## src/rtl/xsb_pkg.sv

```systemverilog
// xsb_pkg: shared types, command codes and helpers for the XOR sprite blitter.
// No dependencies; every other file of the blitter but xsb_chan_if imports this package.
package xsb_pkg;

    localparam int SCREEN_WIDTH_DEF  = 128;
    localparam int SCREEN_HEIGHT_DEF = 64;
    localparam int SPRITE_BYTES      = 32;
    localparam int SLOT_W            = $clog2(SPRITE_BYTES);
    localparam int CFG_IDX_W         = 1;

    // command codes carried in the cmd field
    localparam logic [1:0] CMD_LOAD  = 2'd0;
    localparam logic [1:0] CMD_DRAW  = 2'd1;
    localparam logic [1:0] CMD_CLEAR = 2'd2;
    localparam logic [1:0] CMD_READ  = 2'd3;

    // configuration register indexes
    localparam logic [CFG_IDX_W-1:0] CFG_HIRES = 1'b0;
    localparam logic [CFG_IDX_W-1:0] CFG_WRAP  = 1'b1;

    typedef struct packed {
        logic [1:0]        cmd;
        logic [7:0]        x_coord;
        logic [7:0]        y_coord;
        logic [3:0]        row_count;
        logic [SLOT_W-1:0] sprite_slot;
        logic [7:0]        sprite_byte;
    } t_in_item;

    typedef struct packed {
        logic collision;
        logic pixel_value;
    } t_out_item;

    // controller to datapath
    typedef struct packed {
        logic capture;
        logic setup;
        logic load_store;
        logic clear;
        logic draw_wr;
        logic pix_cap;
        logic out_load;
    } t_dp_cmd;

    // datapath to controller
    typedef struct packed {
        logic clr_last;
        logic draw_last;
    } t_dp_stat;

    // Remainder of an 8-bit value by a screen size of at least 8:
    // the quotient fits in five bits, so five compare-and-subtract steps.
    function automatic logic [8:0] mod_screen(input logic [7:0] val, input logic [8:0] div);
        logic [12:0] rem;
        logic [12:0] step;
        rem = {5'd0, val};
        for (int k = 4; k >= 0; k--) begin
            step = {4'd0, div} << k;
            if (rem >= step) begin
                rem = rem - step;
            end
        end
        return rem[8:0];
    endfunction

endpackage

```

## src/rtl/xsb_ctrl.sv

```systemverilog
// xsb_ctrl: command sequencer of the XOR sprite blitter.
// Depends on xsb_pkg; drives xsb_dp through t_dp_cmd and reads t_dp_stat.
module xsb_ctrl (
    input  logic              i_clk,
    input  logic              i_rst_n,
    input  logic              i_in_valid,
    input  logic [1:0]        i_in_cmd,
    input  logic              i_out_ready,
    input  xsb_pkg::t_dp_stat i_stat,
    output logic              o_in_ready,
    output logic              o_out_valid,
    output xsb_pkg::t_dp_cmd  o_cmd
);
    import xsb_pkg::*;

    typedef enum logic [3:0] {
        S_INIT, S_IDLE, S_LOAD, S_DSET, S_RSET, S_RD, S_WR, S_PRD, S_PIX, S_CLR, S_DONE
    } t_state;

    t_state  r_state, n_state;
    logic    r_out_valid, n_out_valid;
    t_dp_cmd cmd;

    always_comb begin
        n_state     = r_state;
        n_out_valid = r_out_valid && !i_out_ready;
        cmd         = '0;
        case (r_state)
            S_INIT: begin
                cmd.clear = 1'b1;
                if (i_stat.clr_last) begin
                    n_state = S_IDLE;
                end
            end
            S_IDLE: begin
                if (i_in_valid) begin
                    cmd.capture = 1'b1;
                    case (i_in_cmd)
                        CMD_LOAD:  n_state = S_LOAD;
                        CMD_DRAW:  n_state = S_DSET;
                        CMD_CLEAR: n_state = S_CLR;
                        CMD_READ:  n_state = S_RSET;
                        default:   n_state = S_IDLE;
                    endcase
                end
            end
            S_LOAD: begin
                cmd.load_store = 1'b1;
                n_state        = S_DONE;
            end
            S_DSET: begin
                cmd.setup = 1'b1;
                n_state   = S_RD;
            end
            S_RSET: begin
                cmd.setup = 1'b1;
                n_state   = S_PRD;
            end
            S_RD: n_state = S_WR;
            S_WR: begin
                cmd.draw_wr = 1'b1;
                n_state     = i_stat.draw_last ? S_DONE : S_RD;
            end
            S_PRD: n_state = S_PIX;
            S_PIX: begin
                cmd.pix_cap = 1'b1;
                n_state     = S_DONE;
            end
            S_CLR: begin
                cmd.clear = 1'b1;
                if (i_stat.clr_last) begin
                    n_state = S_DONE;
                end
            end
            S_DONE: begin
                if (!r_out_valid || i_out_ready) begin
                    cmd.out_load = 1'b1;
                    n_out_valid  = 1'b1;
                    n_state      = S_IDLE;
                end
            end
            default: n_state = S_IDLE;
        endcase
    end

    always_ff @(posedge i_clk) begin
        if (!i_rst_n) begin
            r_state     <= S_INIT;
            r_out_valid <= 1'b0;
        end else begin
            r_state     <= n_state;
            r_out_valid <= n_out_valid;
        end
    end

    assign o_in_ready  = (r_state == S_IDLE);
    assign o_out_valid = r_out_valid;
    assign o_cmd       = cmd;

endmodule

```

## config.mk

```make
export PLATFORM = sky130hd
export DESIGN_NAME = xsb_ctrl
export DESIGN_NICKNAME = d
export VERILOG_FILES = /design/src/rtl/xsb_pkg.sv /design/src/rtl/xsb_ctrl.sv
export SDC_FILE = /design/constraint.sdc
export NUM_CORES = 1
export LEC_CHECK = 0
export BUFFER_PORTS_ARGS = -buffer_cell sky130_fd_sc_hd__clkbuf_2
export CAP_MARGIN = 40
export CORE_AREA = 2 2 39 41
export CTS_BUF_LIST = sky130_fd_sc_hd__clkbuf_8
export DETAILED_ROUTE_END_ITERATION = 12
export DIE_AREA = 0 0 41 43
export HOLD_SLACK_MARGIN = 0.02
export PLACE_DENSITY = 0.7
export RECOVER_POWER = 25
export SLEW_MARGIN = 20
export SYNTH_ARGS = -nofsm -noshare
export SYNTH_HDL_FRONTEND = slang
export SYNTH_SLANG_ARGS = --single-unit
```

## constraint.sdc

```tcl
create_clock -name i_clk -period 4.15 [get_ports i_clk]
set_input_delay 0.2075 -clock i_clk [delete_from_list [all_inputs] [get_ports i_clk]]
set_output_delay 0.2075 -clock i_clk [all_outputs]
set_load 0.01 [all_outputs]
```

* Word-level counts from Yosys, hierarchy flattened
Index checks and enable logic that the tools add are counted. Widths: inputs -> output; s select.
Word-level totals: register bits 5, input bits 8
Cells by class: eq/ne operators 17, muxes and demuxes 18, reductions and logical operators 10
Operators with widths (number):
- $pmux 4 s10 | 1
- $mux 4 | 5
- $eq 4x3->1 const B | 4
- $pmux 4 s4 | 1
- $eq 4x4->1 const B | 3
- $mux 1 | 11
- $eq 4x2->1 const B | 2
- $ne 2x2->1 const B | 4
- $reduce_or 2->1 | 3
- $eq 2x2->1 const B | 2
- $eq 4x1->1 const B | 1
- $logic_not 4->1 | 1
- $reduce_and 4->1 | 1
- $eq 2x1->1 const B | 1
- $logic_not 1->1 | 2
- $logic_not 2->1 | 1
- $logic_and 1x1->1 | 1
- $logic_or 1x1->1 | 1

* Longest topological paths before layout
Gate-level depths: netlist (run 1).
depth after elaboration 4, gate-level depth with buffers 6

* Worst setup path before layout (run 1)
No wires, ideal clock.
kind reg2out, start point reg r_state[0], end point out o_cmd[6] (netlist bit), arrival time 1351 ps, required time 3943 ps, slack 2591 ps, stages on the path, launching flop included 5, path buffers 2, cell sequence dfxtp_1 > buf_2 > buf_2 > nor4b_1 > and2_1
RTL lines:
- start: declaration | RTL line xsb_ctrl.sv:20 | t_state r_state, n_state;
- start signal: assignment | RTL line xsb_ctrl.sv:91 | r_state <= n_state;
- end: declaration | RTL line xsb_ctrl.sv:12 | output xsb_pkg::t_dp_cmd o_cmd

==> reports/qor.yml, run 1 <==
hold_path:
  hold_path_class: "primary input to flop"
  worstHoldStart: "i_rst_n"
global_route:
  grt-ovfl-total: 0
  grt_pass1_wl_um: 1710
  grtUsageTotal_pct: 13.8
  grt_use_met2_pct: 20.9
  met1_usage_pct: 18.7
  grt_pass1_vias: 425
  antenna_found_initial: 0
  top_usage_layer: "met2"
  grt_max_degree: 18
  grt_util_met3_pct: 1.57
synthesis:
  ys.flop_type: "dfxtp_1"
  ys_warn_count: 0
  ys_seq_area_share_pct: 20.5
  ys_seq_elements: 5
  syn_nets: 77
  ys_types: 33
  synth_edf_count: 0
  ys_async_sr_fraction_pct: 0
  postSynthAreaPerCell_sq_um: 7.53
  syn_area_sq_um: 489
  synth_cells: 65
critical_path:
  crit_start: "r_state[3]$_SDFFE_PN0P_"
  cp.arrival_ns: 1.78
  endpoint_kind: "output port"
  cp_max_fo: 16
  reg2reg_from: "r_state[3]$_SDFFE_PN0P_"
  cp.required_ns: 3.94
  start_kind: "flop"
  critPathKind: "flop to output port"
clock_network:
  ctsResizeCount: 0
  cts_buffer_depth: 2
  ctsHoldBuffers: 0
  htreeDepth: 1
  numCtsBuffers: 3
  clk_latency_ns: 0.22
  numClockSinks: 5
  clk_pin_slew_ns: 0.04
  cts_tree: "built"
  root_buffer: "clkbuf_8"
  postCtsSetupRepairBufs: 0
timing:
  rsz0062_at_grt: "no"
  slew_viol_final: 0
  skew_ns: 0.00245
  finalHoldViolations: 0
  fin_tns_setup_ns: 0
  hold_slack_ns: 0.279
  max_slew_margin_pct: 64.5
  fmax_mhz: 504
  post-route-period-util_pct: 47.8
  worst_pin_slew_ns: 0.525
  min_period_ns: 1.98
  setup_viol: 0
power_and_ir_drop:
  swShare_pct: 26.4
  leakagePower_uw: 0.000264
  powerDensity_mw_per_mm2: 284
  pwr-share-clk_pct: 51.9
  ir_drop_v: 0.000159
  intPower_uw: 128
  switchingPower_uw: 45.8
  p_comb_share_pct: 16.1
  pwr-share-seq_pct: 31.9
layout:
  drive_gt1_share_pct: 23.8
  post-route-util_pct: 44.2
  final_nets: 93
  nFillCells: 145
  syn_to_final_growth_pct: 25.1
  antennaDiodeCount: 0
route:
  drt-wirelength-per-cell_um: 11.4
  wl_um: 1090
  firstDrtPassIters: 4
  vias: 509
  ant_nets: 0
  viasPerCell: 5.30
  drtIter0Drc: 11
  drc: 0
flow_run:
  drv_cap: 0
placed_design:
  portBuffers: 16
  hpwl_um: 782
  globalplace.congestion: 0.748
floorplanning:
  die_h_um: 43
  start_util_pct: 35.4
  num_rows: 14
  dieArea_sq_mm: 0.00176
  ios: 17
  core_area_sq_mm: 0.00138
  die_w_um: 41
run_status:
  outcome: "completed"
==> routing by layer <==
metal,vias to the layer above,wire length (um)
met5,-,0
met4,0,19
met3,2,53
met2,13,526
met1,228,492
li1,266,-
==> synth_stat cells, types with 2 or more instances <==
cell,number,share of area [%]
a21oi_1,2,2.0
a22oi_1,2,3.1
buf_2,2,2.0
clkbuf_1,3,2.3
dfxtp_1,5,20
ha_1,4,10
inv_1,3,2.3
nand2_1,5,3.8
nand2b_1,2,2.6
nor2_1,4,3.1
nor2b_1,5,6.4
nor3_1,2,2.0
nor4b_1,2,3.6
o21ai_0,2,2.0
o21ai_1,4,4.1
==> worst max-delay path: stages (launching register included) <==
cell and delay, ns:
dfxtp_1 0.62, nor4bb_1 0.57, nor2b_1 0.22, clkbuf_2 0.15
==> cell usage in the layout (no fill, tap or decap), types with 3 or more instances in the layout <==
cell	count
clkbuf_2	15
nand2_1	5
nor2b_1	5
dfxtp_1	5
nor2_1	4
inv_1	4
o21ai_1	4
ha_1	4
clkbuf_8	3
==> per-stage QoR <==
stage               cell area [sq um]  worst slack [ns]  cells  total power, uW
floorplan                         489              2.59     65             74.0
global placement                  568              2.50     92             83.4
detailed placement                568              2.41     92             84.1
CTS                               613              2.19     96              174
global route                      612              2.03     96              182
finish                            612              2.17     96              174
==> cells by family after synthesis <==
family                   count (synthesis)  synth area share (%)
AO/OA/AOI/OAI                           18                  24.6
flip-flops                               5                  20.5
AND/OR/NAND/NOR                         28                  34.3
adder cells (fa/ha/maj)                  4                  10.2
buffers and inverters                    8                  6.65
multiplexers                             1                  2.05
XOR/XNOR                                 1                  1.79
==> sequential cells by signal, indices dropped and copies added, names as in the netlist <==
register,flops
o_out_valid,1
r_state,4
==> power groups by stage <==
stage / clock network [uW] / logic (uW) / registers [uW]
6_report: 90.2 / 28.0 / 55.4
5_1_grt: 93.8 / 32.1 / 55.9
4_1_cts: 90.5 / 28.3 / 55.4
3_5_place_dp: 0 / 27.9 / 56.2
3_3_place_gp: 0 / 27.3 / 56.1
2_1_floorplan: 0 / 23.0 / 51.0
==> final cells by class <==
class,count,area [sq um],share of cell area [%]
sequential,5,100,16.4
timing repair buffer,16,78.8,12.9
multi-input combinational,52,357,58.3
inverter,3,11.3,1.84
tap,16,20.0,3.27
clock inverter,1,3.75,0.613
clock buffer,3,41.3,6.75
==> path summary, 6_finish.rpt <==
| kind | cells after the start | endpoint | slack [ns] |
|---|---|---|---|
| setup / recovery | 3 | o_cmd[0] | 2.17 |
| hold / removal | 2 | o_out_valid$_SDFF_PN0_ | 0.28 |
| setup reg to reg | 4 | r_state[0]$_SDFFE_PN0P_ | 2.38 |
| hold reg to reg | 3 | r_state[1]$_SDFFE_PN0P_ | 0.64 |
(Power assumes the default switching activity.)
==> run 2: changes to the inputs <==
==> constraint.sdc (replaced) <==
create_clock -name i_clk -period 1.9 [get_ports i_clk]
set_input_delay 0.095 -clock i_clk [delete_from_list [all_inputs] [get_ports i_clk]]
set_output_delay 0.095 -clock i_clk [all_outputs]
set_load 0.01 [all_outputs]
==> run 2 against run 1 <==
Compared with the run above:
- global-route usage rose by 1.3 points
- critical path depth rose by 1
- clock skew fell by 0.00091 ns
- largest power group unchanged
- final area rose by 1.8%
- sequential share of layout area fell by 0.30 points
- highest routed layer unchanged
==> reports/qor.yml, run 2 (synthesis gave the netlist of run 1 again) <==
power_and_ir_drop:
  p_total_uw: 381
  swShare_pct: 26.6
  powerDensity_mw_per_mm2: 612
  pwr-share-seq_pct: 31.7
  p_comb_share_pct: 16.3
  leakagePower_uw: 0.000271
  switchingPower_uw: 101
  pwr-share-clk_pct: 52.0
  ir_drop_v: 0.000240
  intPower_uw: 280
timing:
  finalHoldViolations: 0
  min_period_ns: 1.61
  setup_viol: 0
  slew_viol_final: 0
  worst_pin_slew_ns: 0.500
  fin_tns_setup_ns: 0
  max_slew_margin_pct: 66.6
  rsz0062_at_grt: "no"
  post-route-period-util_pct: 85.0
  fmax_mhz: 620
  hold_slack_ns: 0.164
  skew_ns: 0.00154
clock_network:
  numClockSinks: 5
  cts_tree: "built"
  clk_pin_slew_ns: 0.03
  ctsResizeCount: 0
  root_buffer: "clkbuf_8"
  htreeDepth: 1
  clk_latency_ns: 0.23
  ctsHoldBuffers: 0
  postCtsSetupRepairBufs: 0
  numCtsBuffers: 3
  cts_buffer_depth: 2
critical_path:
  rr_worst_depth: 4
  cp_max_fo: 15
  endpoint_kind: "output port"
  cp.required_ns: 1.80
  cp.arrival_ns: 1.52
  critPathKind: "flop to output port"
  start_kind: "flop"
  reg2reg_slack_ns: 0.31
floorplanning:
  num_rows: 14
  die_w_um: 41
  ios: 17
  dieArea_sq_mm: 0.00176
  die_h_um: 43
  core_area_sq_mm: 0.00138
  start_util_pct: 35.4
layout:
  post-route-util_pct: 45.0
  nFillCells: 150
  syn_to_final_growth_pct: 27.4
  largest_reg_flops: 4
  final_nets: 95
  antennaDiodeCount: 0
  instances_no_fill: 98
  regMostFlops: "r_state"
  layout_commonest_cell: "clkbuf_2"
  drive_gt1_share_pct: 24.4
  mostFrequentLayoutCells: "clkbuf_2 (15), nand2_1 (5), nor2b_1 (5), dfxtp_1 (5)"
route:
  firstDrtPassIters: 4
  drc: 0
  drt-wirelength-per-cell_um: 11.0
  drtIter0Drc: 6
  vias: 507
  wl_um: 1080
  ant_nets: 0
  viasPerCell: 5.17
global_route:
  grtUsageTotal_pct: 15.0
  grt_pass1_vias: 410
  grt_pass1_wl_um: 1700
  antenna_found_initial: 0
  grt_max_degree: 18
  grt-ovfl-total: 0
placed_design:
  portBuffers: 16
  hpwl_um: 835
  placedCellCount: 94
  globalplace.congestion: 0.741
run_status:
  outcome: "completed"
hold_path:
  hold_path_class: "primary input to flop"
  hold_path_depth: 2
flow_run:
  drv_cap: 0
[run 2: changes by cell type in the layout (fill, tap and decap cells not counted)]
cell	previous run	this run
buf_4	0	1
clkbuf_1	1	2
[run 2: critical path, stage by stage (launching register included)]
cell	delay, ns
dfxtp_1	0.57
nor4bb_1	0.25
clkbuf_1	0.19
nor2b_1	0.14
clkbuf_2	0.13
[run 2: path summary, 6_finish.rpt]
| check | endpoint | startpoint |
|---|---|---|
| max | o_cmd[0] | r_state[1]$_SDFFE_PN0P_ |
| min | o_out_valid$_SDFF_PN0_ | i_rst_n |
| max reg2reg | r_state[0]$_SDFFE_PN0P_ | r_state[3]$_SDFFE_PN0P_ |
| min reg2reg | r_state[2]$_SDFFE_PN0P_ | r_state[3]$_SDFFE_PN0P_ |
[run 2: final cells by class]
type,instances,area [sq um],area share [%]
timing repair buffer,18,90.1,14.5
clock buffer,3,41.3,6.63
sequential,5,100,16.1
inverter,3,11.3,1.81
multi-input combinational,52,357,57.2
clock inverter,1,3.75,0.602
tap,16,20.0,3.21
[run 2: through the flow]
step                setup WS [ns]  cell area (sq um)
finish                      0.286                623
global route                0.119                623
CTS                         0.298                628
detailed placement          0.327                583
global placement            0.346                583
floorplan                   0.454                489
[run 2: layer usage]
layer	track usage (%)	vias to the layer above	routed length [um]
met2	22.8	14	527
met4	10.0	0	28
met5	0	-	0
met1	16.0	224	469
met3	6.28	3	52
li1	-	266	-
[run 2: power groups by stage]
stage	clock, uW	combinational, uW	sequential, uW
6_report	198	62.1	121
5_1_grt	218	69.2	122
4_1_cts	204	62.5	120
3_5_place_dp	0	62.3	122
3_3_place_gp	0	61.4	122
2_1_floorplan	0	50.2	111
==> run 3: changes to the inputs <==
==> constraint.sdc (replaced) <==
create_clock -name i_clk -period 1.61 [get_ports i_clk]
set_input_delay 0.0805 -clock i_clk [delete_from_list [all_inputs] [get_ports i_clk]]
set_output_delay 0.0805 -clock i_clk [all_outputs]
set_load 0.01 [all_outputs]
==> run 3 against run 2 <==
Compared with the run above:
- sequential power up 15%
- count of clock-buffer cells in the layout unchanged
- worst setup slack got worse by 0.21 ns
- utilization increased by 3.4 points
- combinational power increased by 39%
- clock power grew 12%
- final area grew 7.6%
- non-clock buffer count rose by 3
- critical path type is now flop to flop
- largest cell class unchanged
==> reports/qor.yml, run 3 (synthesis gave the netlist of run 1 again) <==
route:
  wl_um: 1160
  drtIter0Drc: 7
  vias: 551
  drt-wirelength-per-cell_um: 11.5
  viasPerCell: 5.46
  drc: 0
  firstDrtPassIters: 7
  ant_nets: 0
critical_path:
  rr_worst_depth: 4
  start_kind: "flop"
  cp.required_ns: 1.72
  crit_start: "r_state[3]$_SDFFE_PN0P_"
  worstReg2RegEnd: "r_state[0]$_SDFFE_PN0P_"
  reg2reg_slack_ns: 0.08
  endpoint_kind: "flop"
  critPathKind: "flop to flop"
  cp.arrival_ns: 1.64
  cp_max_fo: 6
  reg2reg_from: "r_state[3]$_SDFFE_PN0P_"
global_route:
  grt-ovfl-total: 0
  grt_pass1_wl_um: 1830
  met1_usage_pct: 17.4
  grt_max_degree: 12
  grt_pass1_vias: 469
  grt_util_met3_pct: 3.14
  grtUsageTotal_pct: 14.8
  antenna_found_initial: 0
  grt_use_met2_pct: 25.3
  top_usage_layer: "met2"
power_and_ir_drop:
  p_total_uw: 447
  leakagePower_uw: 0.000293
  ir_drop_v: 0.000466
  powerDensity_mw_per_mm2: 666
clock_network:
  clk_latency_ns: 0.22
  root_buffer: "clkbuf_8"
  numCtsBuffers: 3
  htreeDepth: 1
  cts_tree: "built"
  numClockSinks: 5
  ctsHoldBuffers: 0
  cts_buffer_depth: 2
  clk_pin_slew_ns: 0.04
timing:
  skew_ns: 0.00110
  finalHoldViolations: 0
  worst_pin_slew_ns: 0.389
  post-route-period-util_pct: 95.3
  setup_viol: 0
  max_slew_margin_pct: 74.0
  fmax_mhz: 652
  min_period_ns: 1.53
  fin_tns_setup_ns: 0
  rsz0062_at_grt: "yes"
  slew_viol_final: 0
layout:
  post-route-util_pct: 48.5
  largest_reg_flops: 4
  antennaDiodeCount: 0
  instances_no_fill: 101
  drive_gt1_share_pct: 30.6
  fin_area_sq_um: 671
  layout_commonest_cell: "clkbuf_2"
  final_nets: 98
  regMostFlops: "r_state"
  mostFrequentLayoutCells: "clkbuf_2 (15), nand2_1 (5), nor2b_1 (5), dfxtp_1 (5), buf_4 (5)"
  syn_to_final_growth_pct: 37.1
hold_path:
  whs_endpoint: "o_out_valid$_SDFF_PN0_"
  hold_path_depth: 2
  hold_path_class: "primary input to flop"
  worstHoldStart: "i_rst_n"
placed_design:
  hpwl_um: 876
  globalplace.congestion: 0.725
  placed_cell_area_sq_um: 606
  placedCellCount: 97
  portBuffers: 16
run_status:
  outcome: "completed"
flow_run:
  drv_cap: 0
floorplanning:
  dieArea_sq_mm: 0.00176
  ios: 17
  die_w_um: 41
  core_area_sq_mm: 0.00138
  start_util_pct: 35.4
  num_rows: 14
  die_h_um: 43
run 3: changes by cell type in the layout (fill, tap and decap cells not counted):
| cell | change |
|---|---|
| buf_4 | +4 |
| nor4bb_4 | +1 |
| nor4b_2 | +1 |
| clkbuf_1 | -1 |
| nor4b_1 | -1 |
| nor4bb_1 | -1 |
run 3: timing repair:
action	CTS	global route
buffers inserted	0	0
gates resized for setup	0	3
setup endpoints to repair	0	2
run 3: per-layer routing:
metal | routed length (um) | share of wire [%] | vias up
li1 | - | - | 275
met1 | 526 | 45 | 260
met2 | 584 | 50 | 16
met3 | 47 | 4.1 | 0
met4 | 0 | 0 | 0
met5 | 0 | 0 | -
run 3: where the power goes:
group          internal [uW]  leakage [uW]  switching, uW
clock                    163     0.0000269           58.6
combinational           43.6      0.000225           42.6
sequential               128     0.0000406           10.4
run 3: layout make-up:
type / instances / area (sq um)
Fill cell: 144 / 713
Multi-Input combinational cell: 52 / 378
Timing Repair Buffer: 21 / 116
Sequential cell: 5 / 100
Clock buffer: 3 / 41.3
Tap cell: 16 / 20.0
Inverter: 3 / 11.3
Clock inverter: 1 / 3.75
run 3: worst max-delay path by stage:
stage	endpoint	slack (ns)
after floorplan	o_cmd[6]	0.18
after global placement	r_state[0]$_SDFFE_PN0P_	0.17
after CTS	o_cmd[0]	0.006
final	r_state[0]$_SDFFE_PN0P_	0.08
after detailed placement	r_state[0]$_SDFFE_PN0P_	0.14
after global routing	r_state[0]$_SDFFE_PN0P_	-0.01
run 3: metrics by stage:
stage / hold WS, ns / setup WS (ns)
finish: 0.158 / 0.0765
global route: 0.160 / -0.0109
CTS: 0.156 / 0.00559
detailed placement: 0.379 / 0.139
global placement: 0.376 / 0.174
floorplan: 0.198 / 0.178
run 3: critical path: stages, from the launching register on:
cell and delay, ns:
dfxtp_1 0.43, or3b_1 0.42, o22ai_1 0.24, o21ai_1 0.10, o2111a_1 0.23
